[src/rtl/kci_ram.sv]
// Generic single-port RAM with registered read data.
module kci_ram #(
    parameter int Width = 32,
    parameter int Depth = 64
) (
    input  logic                     clk,
    input  logic                     we,
    input  logic [$clog2(Depth)-1:0] addr,
    input  logic [Width-1:0]         wdata,
    output logic [Width-1:0]         rdata
);

    logic [Width-1:0] mem [Depth];

    always_ff @(posedge clk)
    begin
        if (we)
        begin
            mem[addr] <= wdata;
        end
        rdata <= mem[addr];
    end

endmodule

[config.mk]
export PLATFORM = sky130hd
export DESIGN_NAME = kci_ram
export DESIGN_NICKNAME = d
export VERILOG_FILES = /design/src/rtl/kci_ram.sv
export SDC_FILE = /design/constraint.sdc
export NUM_CORES = 2
export LEC_CHECK = 0
export BUFFER_PORTS_ARGS = -buffer_cell sky130_fd_sc_hd__buf_2
export CORE_MARGIN = 2
export CORE_UTILIZATION = 29
export CTS_BUF_LIST = sky130_fd_sc_hd__clkbuf_8
export DETAILED_ROUTE_END_ITERATION = 8
export HOLD_SLACK_MARGIN = 0.05
export PLACE_DENSITY_LB_ADDON = 0.12
export SYNTH_ARGS = -nofsm -noshare
export SYNTH_HDL_FRONTEND = slang
export SYNTH_SLANG_ARGS = --single-unit
[constraint.sdc]
create_clock -name clk -period 4.55 [get_ports clk]
set_input_delay 0.2275 -clock clk [delete_from_list [all_inputs] [get_ports clk]]
set_output_delay 0.2275 -clock clk [all_outputs]
set_load 0.02 [all_outputs]
==> qor.yml <==
critical_path:
  crit_chain: "dlygate4sd3_1 -> buf_2 -> nand2b_2 -> buf_4 -> a31oi_1 -> a2111oi_0 -> buf_4 -> nand3_1"
  path_depth: 8
  arrival_ns: 3.97
  crit_path_end_kind: "register"
  crit_top_cell: "buf_4"
  critPathLaunchType: "input port"
  crit_family: "buffers and inverters"
  ff2ff_path_depth: 5
  critPathSlowestCell: "a2111oi_0"
  path_class: "in2reg"
  critPathMaxStageDelay_ns: 0.88
  path_buf_inv: 4
  worst_ep_required_time_ns: 5.37
  crit_fanout: 22
pwr:
  pwr-share-clk_pct: 39.5
  irDropWorstVdd_uv: 246
  p_sw_w: 0.00932
  p_comb_share_pct: 5.7
  swShare_pct: 23.9
  p_int_w: 0.0296
  p_leak_nw: 29.7
  power_density_nw_per_um2: 422
  seq_power_share_pct: 54.8
global_routing:
  grt.total_usage_pct: 17.9
  overflow: 0
  grt_max_degree: 74
  grt_pass1_wl_um: 353000
  grt_pass1_vias: 43770
  antenna_found_initial: 13
synthesis:
  synth.area.top_cells: "edfxtp_1 (78%), mux2i_1 (3.3%), mux4_2 (2.7%), mux2_2 (2.1%), a221oi_1 (1.9%)"
  yosysWarnings: 0
  synth_area_um2: 78900
  synth_edf_count: 2048
  ys_seq_area_share_pct: 78.7
  synth.top_cell.area_share_pct: 77.9
  synthFlopType: "edfxtp_1"
  avgSynthCellArea_um2: 18.6
  synth_fp_nets: 4279
  synth.largest_area_cell: "edfxtp_1"
  ys_async_sr_fraction_pct: 0
  ys_types: 56
  ys_ff_latch: 2080
  synth_cells: 4239
floorplan:
  ioPinCount: 72
  die_h_um: 526
  die_w_um: 526
  die_area_um2: 276000
  start_util_pct: 29.2
  coreArea_um2: 271000
  num_rows: 191
finish:
  finalNonFillerCells: 8506
  drive_above_1_share_pct: 21.8
  syn_to_final_growth_pct: 16.8
  nFillCells: 25873
  fin_util_pct: 34.1
  final_nets: 4705
flow_run:
  drv_cap: 0
timing:
  worst_slew_pin_slew_ns: 1.26
  max_freq_ghz: 0.317
  slew_headroom_pct: 16.0
  fin_crit_sh_pct: 69.3
  setup_ws_ns: 1.40
  min_period_ns: 3.15
  setup-tns-final_ns: 0
  rsz0062_at_grt: "false"
  setup_viol: 0
  finalClockSkew_ns: 0.0379
  final_max_slew_viol_count: 0
  hold_viol: 0
routing:
  drc: 0
  wire_per_inst_um: 29.9
  via_count: 43185
  viasPerCell: 5.08
  first_pass_iters: 5
  dr.first_iter.drc_count: 3788
  ant_nets: 0
  routed_wl_um: 254000
clock_tree:
  cts_tree: "done"
  clockBufferDepth: 4
  clk_latency_ns: 0.97
  root_buffer: "clkbuf_8"
  path_clk_slew_ns: 0.06
  cts_buffers: 362
  clock-sinks: 2080
  htreeDepth: 5
  cts_resized: 0
min_path:
  hp-class: "in2reg"
  hold_path_depth: 5
place:
  dpl_worst_slack_ns: 0.739
  dp.cells: 7834
  portBuffers: 71
  hpwl_um: 145000
  gp_congestion: 0.761
run_status:
  status: "finished clean"
==> worst min-delay path: cells and delay by family <==
kind                   cells  cell delay (ns)
and+or+nand+nor            3             0.35
buffers and inverters      2             0.37
==> routing by layer <==
layer  wire length, um  GRT usage (%)
met2            119000           28.5
met4              5510           4.37
met1            118000           25.7
met5                10              0
met3             11700           2.67
==> power by group through the flow <==
stage / sequential (W) / combinational (W) / clock (W)
2_1_floorplan: 0.0217 / 0.00101 / 0
3_3_place_gp: 0.0217 / 0.00224 / 0
3_5_place_dp: 0.0217 / 0.00225 / 0
4_1_cts: 0.0213 / 0.00229 / 0.0159
5_1_grt: 0.0213 / 0.00238 / 0.0166
6_report: 0.0213 / 0.00223 / 0.0154
==> repair_timing <==
| item | in CTS | in global routing |
|---|---|---|
| hold endpoints to repair | 1811 | 0 |
| hold buffers | 37 | 0 |
| setup buffers | 0 | 0 |
==> cells in the final DEF, fill, tap and decap left out, types with 27 or more instances in the layout <==
master         instances
nand3_1               53
nor2_4                67
a31oi_1               43
o22ai_1               93
a22o_1                66
o22a_1                70
buf_4                204
and3_1                85
mux2_2               147
nor2_1                77
buf_12                47
a21oi_1              121
dlygate4sd3_1         37
o21ai_0               84
buf_2                 69
mux2i_1              259
a221oi_1             175
a22oi_1              188
inv_1                119
nand2_1               27
mux4_2                96
dfxtp_1               32
clkbuf_8             376
clkinv_1              94
edfxtp_1            2048
==> through the flow <==
stage	hold WS (ns)	cell area (um^2)	total power [W]
after floorplan	0.326	78900	0.0227
after global placement	0.654	85500	0.0240
after detailed placement	0.654	85500	0.0240
after CTS	0.0598	92200	0.0395
after global routing	0.126	92200	0.0403
final	0.151	92200	0.0389
==> flip-flops by register name (all words and copies together) (netlist names) <==
name   cells
mem     2048
rdata     32
==> final cells by class <==
type	count	area (um^2)	share of cell area [%]
Clock inverter	253	1110	1.20
Tap cell	3570	4470	4.84
Clock buffer	376	5170	5.61
Inverter	2	15.0	0.0163
Antenna cell	6	15.0	0.0163
Timing Repair Buffer	360	3230	3.51
Multi-Input combinational cell	1859	16100	17.4
Sequential cell	2080	62100	67.4
==> cell usage after synthesis (66+ instances only) <==
master and count:
a21oi_1 121, a221oi_1 175, a22o_1 66, a22oi_1 188, and3_1 85, buf_2 83, clkbuf_1 168, edfxtp_1 2048
mux2_2 147, mux2i_1 259, mux4_2 96, nor2_1 145, o21ai_0 84, o22a_1 70, o22ai_1 93
==> cell families after synthesis <==
logic type,Yosys count,share of synthesized area [%]
simple gates,424,2.81
mux,502,8.12
buf+inv,300,1.68
compound gates,933,8.66
flops,2080,78.7
==> final timing paths <==
kind | slack [ns] | end | from
max | 1.40 | rdata[16] | addr[5]
min | 0.15 | mem[25][31] | we
max reg2reg | 1.98 | rdata[29] | mem[21][29]
min reg2reg | 0.66 | rdata[6] | mem[4][6]
No activity file was read; power rests on OpenSTA's default activity.
