<file path="src/rtl/kci_pkg.sv">
// Shared constants and types of the keyframe curve interpolator.
package kci_pkg;

    localparam int MaxPoints = 64;
    localparam int AddrW     = $clog2(MaxPoints);
    localparam int CountW    = $clog2(MaxPoints + 1);
    localparam int DataW     = 32;

    typedef enum logic [1:0] {
        OP_CLEAR  = 2'd0,
        OP_INSERT = 2'd1,
        OP_QUERY  = 2'd2,
        OP_NONE   = 2'd3
    } opcode_t;

    typedef enum logic [1:0] {
        MODE_LINEAR  = 2'd0,
        MODE_UPPER   = 2'd1,
        MODE_LOWER   = 2'd2,
        MODE_CLOSEST = 2'd3
    } mode_t;

    // Request to the serial divider.
    typedef struct packed {
        logic        start;
        logic [63:0] dividend;
        logic [32:0] divisor;
    } div_req_t;

    // Response from the serial divider.
    typedef struct packed {
        logic        done;
        logic [63:0] quotient;
    } div_rsp_t;

endpackage

</file>
<file path="src/rtl/kci_div.sv">
// Restoring bit-serial unsigned divider, 64-bit dividend by 33-bit divisor.
module kci_div (
    input  logic              clk,
    input  logic              rst_n,
    input  kci_pkg::div_req_t req,
    output kci_pkg::div_rsp_t rsp
);

    logic [63:0] quot_reg, quot_next;
    logic [33:0] rem_reg, rem_next;
    logic [32:0] dvs_reg, dvs_next;
    logic [6:0]  cnt_reg, cnt_next;
    logic        busy_reg, busy_next;
    logic        done_reg, done_next;
    logic [33:0] shifted;
    logic [33:0] diff;

    always_comb
    begin
        quot_next = quot_reg;
        rem_next  = rem_reg;
        dvs_next  = dvs_reg;
        cnt_next  = cnt_reg;
        busy_next = busy_reg;
        done_next = 1'b0;
        shifted   = {rem_reg[32:0], quot_reg[63]};
        diff      = shifted - {1'b0, dvs_reg};
        if (req.start)
        begin
            quot_next = req.dividend;
            rem_next  = '0;
            dvs_next  = req.divisor;
            cnt_next  = 7'd64;
            busy_next = 1'b1;
        end
        else if (busy_reg)
        begin
            // one quotient bit per cycle
            if (!diff[33])
            begin
                rem_next  = diff;
                quot_next = {quot_reg[62:0], 1'b1};
            end
            else
            begin
                rem_next  = shifted;
                quot_next = {quot_reg[62:0], 1'b0};
            end
            cnt_next = cnt_reg - 7'd1;
            if (cnt_reg == 7'd1)
            begin
                busy_next = 1'b0;
                done_next = 1'b1;
            end
        end
    end

    always_ff @(posedge clk or negedge rst_n)
    begin
        if (!rst_n)
        begin
            busy_reg <= 1'b0;
            done_reg <= 1'b0;
            cnt_reg  <= '0;
        end
        else
        begin
            busy_reg <= busy_next;
            done_reg <= done_next;
            cnt_reg  <= cnt_next;
        end
    end

    always_ff @(posedge clk)
    begin
        quot_reg <= quot_next;
        rem_reg  <= rem_next;
        dvs_reg  <= dvs_next;
    end

    assign rsp.done     = done_reg;
    assign rsp.quotient = quot_reg;

    a_done_after_busy: assert property (@(posedge clk) disable iff (!rst_n)
        done_reg |-> $past(busy_reg))
        else $error("divider done without prior busy");
    a_not_both: assert property (@(posedge clk) disable iff (!rst_n)
        !(done_reg && busy_reg))
        else $error("divider done while busy");
    a_cnt_zero_idle: assert property (@(posedge clk) disable iff (!rst_n)
        $fell(busy_reg) && !$past(req.start) |-> done_reg)
        else $error("divider stopped without done");

endmodule

</file>
<file path="config.mk">
export PLATFORM = sky130hd
export DESIGN_NAME = kci_div
export DESIGN_NICKNAME = d
export VERILOG_FILES = /design/src/rtl/kci_pkg.sv /design/src/rtl/kci_div.sv
export SDC_FILE = /design/constraint.sdc
export NUM_CORES = 1
export LEC_CHECK = 0
export CORE_MARGIN = 1
export CORE_UTILIZATION = 58
export CTS_CLUSTER_DIAMETER = 120
export CTS_CLUSTER_SIZE = 24
export DETAILED_ROUTE_END_ITERATION = 16
export DONT_BUFFER_PORTS = 1
export GPL_TIMING_DRIVEN = 0
export PLACE_DENSITY = 0.74
export SETUP_SLACK_MARGIN = 0.4
export SLEW_MARGIN = 15
export SYNTH_ARGS = -nofsm -noshare
export SYNTH_HDL_FRONTEND = slang
export SYNTH_SLANG_ARGS = --single-unit
export TNS_END_PERCENT = 10
</file>
<file path="constraint.sdc">
create_clock -name clk -period 3.1 [get_ports clk]
set_input_delay 0.62 -clock clk [delete_from_list [all_inputs] [get_ports clk]]
set_output_delay 0.62 -clock clk [all_outputs]
set_load 0.1 [all_outputs]
</file>
==> results of run 1 <==
-- cell usage in the layout (no fill, tap or decap), types with 4 or more instances in the layout --
cell type	n
edfxtp_1	97
mux2_2	63
nor2_1	55
inv_1	43
nand2_1	35
ha_1	34
dfxtp_1	33
a21oi_1	30
a21o_1	25
o21ai_0	25
nand3_1	21
clkbuf_1	19
clkbuf_16	18
xnor2_1	18
a311oi_1	14
buf_4	10
o21ai_1	9
dfrtp_1	9
nor3_1	8
nand4_1	7
o211ai_1	7
xor2_1	7
a311oi_2	7
buf_6	6
inv_6	6
and3_1	5
nand3_2	5
buf_1	4
o21a_1	4
or4_1	4
a32o_1	4
-- worst max-delay path: stages, from the launching register on --
cell and delay [ps]:
edfxtp_1 990, inv_2 120, ha_4 220, nor2b_4 110, o2111ai_2 130, a21o_1 250
a211oi_4 300, o21bai_4 120, a211oi_4 280, buf_6 150, or3_4 120, buf_8 120
buf_8 140, buf_12 120, nand3_2 70, a32o_1 260
-- worst min-delay path by stage --
| stage | endpoint | slack [ps] | startpoint | cells past startpoint |
|---|---|---|---|---|
| final | dvs_reg[3] | 280 | req[3] | 0 |
| after global routing | dvs_reg[31] | 260 | req[31] | 0 |
| after CTS | dvs_reg[30] | 270 | req[30] | 0 |
| after detailed placement | cnt_reg[5] | 320 | rst_n | 0 |
| after global placement | cnt_reg[3] | 320 | rst_n | 0 |
| after floorplan | busy_reg | 320 | rst_n | 0 |
-- timing repair --
| action | 4_1_cts | 5_1_grt |
|---|---|---|
| resized for setup | 41 | 37 |
| gates cloned | 2 | 0 |
| endpoints found under the setup margin | 34 | 66 |
| hold endpoints to repair | 9 | 0 |
| pin swaps | 20 | 12 |
| hold buffers | 1 | 0 |
| buffers inserted | 3 | 7 |
-- cell families after synthesis --
family,Yosys count,share of synthesized area
AOI/OAI and AO/OA,164,0.1521
xor gates and xnor gates,25,0.02916
muxes,65,0.09715
buffers and inverters,82,0.04332
and+or+nand+nor,172,0.1113
adders and majority gates,36,0.06099
DFF,139,0.5059
-- final cells by class --
type / count / share of cell area
flip-flops and latches: 139 / 0.4309
multi-input cells: 462 / 0.4131
clock buffers: 19 / 0.04911
plain buffers: 36 / 0.02669
well taps: 172 / 0.02441
clock inverters: 13 / 0.02030
inverters: 46 / 0.01959
repair buffers: 14 / 0.01590
-- routing by layer --
layer  vias to the layer above  global-route usage  part of all wire
met2                       272              0.4762              0.51
met1                      2750              0.3278              0.39
met3                        43             0.09676             0.084
li1                       2612                   -                 -
met4                         0              0.1316             0.025
met5                         -                   0                 0
-- stage by stage --
step	std cells	setup slack [ps]	TNS, ps	cell area [sq um]
2_1_floorplan	683	-201.0	-4801	7556
3_3_place_gp	855	-729.7	-47000	7771
3_5_place_dp	856	-752.3	-22800	7791
4_1_cts	894	-541.8	-15910	8612
5_1_grt	901	-610.6	-17980	8815
6_report	901	-518.7	-13910	8815
-- power by group through the flow --
stage                     Sequential (mW)  Clock, mW  Combinational [mW]
final                                3.62       2.13                2.87
after global routing                 3.65       2.23                3.10
after CTS                            3.60       2.16                2.64
after detailed placement             3.63          0                2.33
after global placement               3.63          0                2.23
after floorplan                      3.53          0                1.87
==> impl_metrics.tcl, run 1 <==
set metrics [dict create \
    powerDensity_nw_per_um2 977.6 \
    layout-drive-gt1-share 0.2277 \
    detail_route.wl_per_cell_microns 20.76 \
    synth_edf_count 97 \
    worstSetupEndpoint "rem_reg[13]" \
    core_area_sq_um 12620 \
    pwr-share-comb 0.333 \
    placement_rows 41 \
    cts-root-buf "clkbuf_16" \
    antenna_cells 0 \
    io_pins 165 \
    finalCriticalPeriod_ps 3619 \
    ir_worst_vdd_v 0.0005935 \
    dieWidth_microns 115.8 \
    worstMarginPinSlew_ps 984.5 \
    drtPass1Iterations 5 \
    start_util 0.5950 \
    synth_seq_cells 139 \
    post-route-period-util 1.167 \
    p_total_mw 8.617 \
    reg2regPathDepth 15 \
    gp_congestion 0.9105 \
    grt_util_all_layers 0.2839 \
    dpl.hpwl_microns 12510 \
    path_max_fanout 7 \
    ys_top_cells_by_count "97 x edfxtp_1, 63 x mux2_2, 57 x nor2_1" \
    fin_util 0.6985 \
    power_frac_seq 0.420 \
    cp-end-kind "register" \
    wirelength_microns 18700 \
    clk_path_buf_depth 2 \
    cap_viol_max_count 0 \
    internal_power_mw 4.966 \
    nFillCells 938 \
    synth_top_area_share 0.3879 \
    p_leak_nw 3.544 \
    io_buffers 0 \
    swShare 0.4237 \
    regArea_sq_um 3799 \
    largest_register_ffs 64 \
    cts_buffers 17 \
    rsz0062_at_grt "true" \
    crit_type "reg -> reg" \
    cts.sinks 139 \
    fin_nets 852 \
    setup_viol 34 \
    grt_first_pass_wirelength_microns 28560 \
    area_growth_pct 17.40 \
    grt_pass1_vias 5683 \
    yosysSeqAreaShare 0.5059 \
    ant_nets 0 \
    status "finished, violations left" \
    synth.distinct_cells 61 \
    htreeDepth 4 \
    synth_top_flop_cell "edfxtp_1" \
    async_flop_share 0.06475 \
    drc 0 \
    hold_viol_final 0 \
    synth_area_sq_um 7508 \
    r2r_start "quot_reg[63]" \
    drv_slew 0 \
    switchingPower_mw 3.651 \
    antenna_found_initial 0 \
    violations "negative setup slack" \
    fmax_mhz 276.3 \
    drtIter0Drc 478 \
    vias_per_cell 6.301 \
    syn_nets 819 \
    cts_tree "done" \
    avgSynthCellArea_sq_um 10.99 \
    syn_inst 683 \
    path_clk_slew_ps 60 \
    cp-startpoint "quot_reg[63]" \
    dieHeight_microns 115.8 \
    required_ps 3420 \
    yosysMostFrequentCell "edfxtp_1" \
    multi_input_area_sq_um 3641 \
    vias 5677 \
    hp-class "in -> reg" \
    clkPwrFrac 0.248 \
    yosysWarnings 0 \
    reg2reg_slack_ps -520 \
    setup_slack_ps -518.7 \
    max_slew_margin 0.3437 \
    grt_overflow_total 0 \
    synthTopCellsByArea "edfxtp_1 39%, mux2_2 9.4%, dfxtp_1 8.8%" \
    r2r_end "rem_reg[13]" \
    fin_skew_ps 5.787 \
    die_area_sq_um 13410 \
    critPathArrivalTime_ps 3940 \
    whs_ps 281.2 \
    grt_max_degree 38 \
    start_kind "register" \
    synth_area_leader_cell "edfxtp_1" \
    clk_latency_ps 430 \
]
No activity file was read; power rests on OpenSTA's default activity.
==> run 2: changes to the inputs <==
--- a/config.mk
+++ b/config.mk
@@ -6,13 +6,13 @@
 export NUM_CORES = 1
 export LEC_CHECK = 0
 export CORE_MARGIN = 1
-export CORE_UTILIZATION = 58
+export CORE_UTILIZATION = 41
 export CTS_CLUSTER_DIAMETER = 120
 export CTS_CLUSTER_SIZE = 24
 export DETAILED_ROUTE_END_ITERATION = 16
 export DONT_BUFFER_PORTS = 1
 export GPL_TIMING_DRIVEN = 0
-export PLACE_DENSITY = 0.74
+export PLACE_DENSITY = 0.55
 export SETUP_SLACK_MARGIN = 0.4
 export SLEW_MARGIN = 15
 export SYNTH_ARGS = -nofsm -noshare
==> impl_metrics.tcl, run 2 (synthesized netlist as in run 1, its figures left out) <==
set metrics [dict create \
    finalCriticalPeriod_ps 3621 \
    drc 0 \
    wirelength_microns 18630 \
    required_ps 3440 \
    start_util 0.4180 \
    largest_register_ffs 64 \
    io_pins 165 \
    fin_skew_ps 13.34 \
    cp_cell_sequence "inv_2 -> ha_4 -> nor2b_4 -> o2111ai_2 -> a21o_1 -> a211oi_4 -> o21bai_4 -> a211oi_4 -> nor3_2 -> or4_1 -> a311oi_1" \
    layout-drive-gt1-share 0.2135 \
    dieWidth_microns 137.3 \
    layout_commonest_cell "edfxtp_1" \
    cts_buffers 17 \
    ir_worst_vdd_v 0.0005777 \
    drv_slew 0 \
    reg2regPathDepth 11 \
    critical-path-max-stage-delay_ps 1000 \
    setup_slack_ps -521.5 \
    die_area_sq_um 18860 \
    dpl.hpwl_microns 13210 \
    grt_first_pass_wirelength_microns 29090 \
    fin_nets 849 \
    cts_tree "done" \
    rsz0062_at_grt "true" \
    r2r_end "rem_reg[29]" \
    status "finished, violations left" \
    grt_max_degree 65 \
    detail_route.wl_per_cell_microns 19.51 \
    post-route-period-util 1.168 \
    clk_latency_ps 430 \
    gp_congestion 0.8582 \
    grt_util_met2 0.3409 \
    reg2reg_slack_ps -520 \
    hp-class "in -> reg" \
    min_from "req[29]" \
    drtIter0Drc 364 \
    core_area_sq_um 17960 \
    grt_util_all_layers 0.2029 \
    crit_family "compound AO/OA/AOI/OAI gates" \
    htreeDepth 4 \
    antenna_found_initial 0 \
    cts.sinks 139 \
    area_growth_pct 17.16 \
    setup_viol 34 \
    io_buffers 0 \
    cts-root-buf "clkbuf_16" \
    grt_pass1_vias 5609 \
    crit_slowest_cell "edfxtp_1" \
    cap_viol_max_count 0 \
    vias_per_cell 5.679 \
    critPathArrivalTime_ps 3960 \
    path_max_fanout 4 \
    hold_depth 0 \
    final_area_sq_um 8797 \
    vias 5423 \
    hold_viol_final 0 \
    drtPass1Iterations 5 \
    clk_path_buf_depth 2 \
    place_area_sq_um 7845 \
    powerDensity_nw_per_um2 964.0 \
    start_kind "register" \
    grt_util_met3 0.07358 \
    final_cell_mix "97 x edfxtp_1, 63 x mux2_2, 56 x nor2_1, 43 x inv_1, 35 x nand2_1" \
    worstHoldEndpoint "dvs_reg[29]" \
    nFillCells 1644 \
    crit_top_cell "a211oi_4" \
    grt-busiest-layer "met2" \
    place_ws_ps -871.3 \
    cp-startpoint "quot_reg[63]" \
    p_leak_nw 3.517 \
    path_buf_inv 1 \
    crit_type "reg -> reg" \
    worstMarginPinSlew_ps 980.7 \
    cp-end-kind "register" \
    r2r_start "quot_reg[63]" \
    placement_rows 49 \
    grt_overflow_total 0 \
    max_slew_margin 0.3462 \
    violations "negative setup slack" \
    grtUsageMet1 0.2409 \
    ant_nets 0 \
    path_clk_slew_ps 70 \
    antenna_cells 0 \
    dieHeight_microns 137.3 \
    fmax_mhz 276.1 \
]
==> run 2: area by class of cell <==
class                           instances  area (sq um)  area share
Clock buffer                           17         425.4     0.04836
Timing Repair Buffer                   11         117.6     0.01337
Tap cell                              229         286.5     0.03257
Buffer                                 36         226.5     0.02574
Clock inverter                         15         195.2     0.02219
Inverter                               46         175.2     0.01991
Sequential cell                       139          3799      0.4318
Multi-Input combinational cell        462          3572      0.4061
==> run 2: power by group <==
group / internal (mW) / switching, mW
sequential: 2.38 / 1.22
combinational: 1.29 / 1.50
clock: 1.10 / 0.982
total: 4.77 / 3.71
==> run 2: stage by stage <==
stage               utilization  hold WS (ps)  TNS, ps  total power [mW]  cells
global route             0.4897         262.6   -19540             8.907    955
detailed placement       0.4367         324.9   -25820             5.986    912
floorplan                     -         324.4    -4801             5.400    683
finish                   0.4897         280.3   -14890             8.481    955
global placement         0.4366         324.9   -55100             5.924    912
CTS                      0.4877         266.7   -14980             8.476    954
==> run 2: timing repair <==
action	CTS	global route
endpoints found under the hold margin	9	0
hold buffers	1	0
gates resized for setup	51	16
pin swaps	24	9
cloned	2	0
endpoints found under the setup margin	34	34
buffers inserted	7	1
==> run 2: metal layers <==
metal | vias to the layer above | wire (microns)
met4 | 0 | 261
met2 | 190 | 9035
li1 | 2613 | -
met5 | - | 0
met3 | 22 | 1546
met1 | 2598 | 7790
==> run 2: worst max-delay path by stage <==
stage	to	slack [ps]	depth (start not counted)
final	rem_reg[29]	-520	11
after global routing	rem_reg[3]	-660	14
after CTS	rem_reg[29]	-500	11
after detailed placement	rem_reg[20]	-870	13
after global placement	rem_reg[20]	-830	13
after floorplan	rem_reg[20]	-200	13
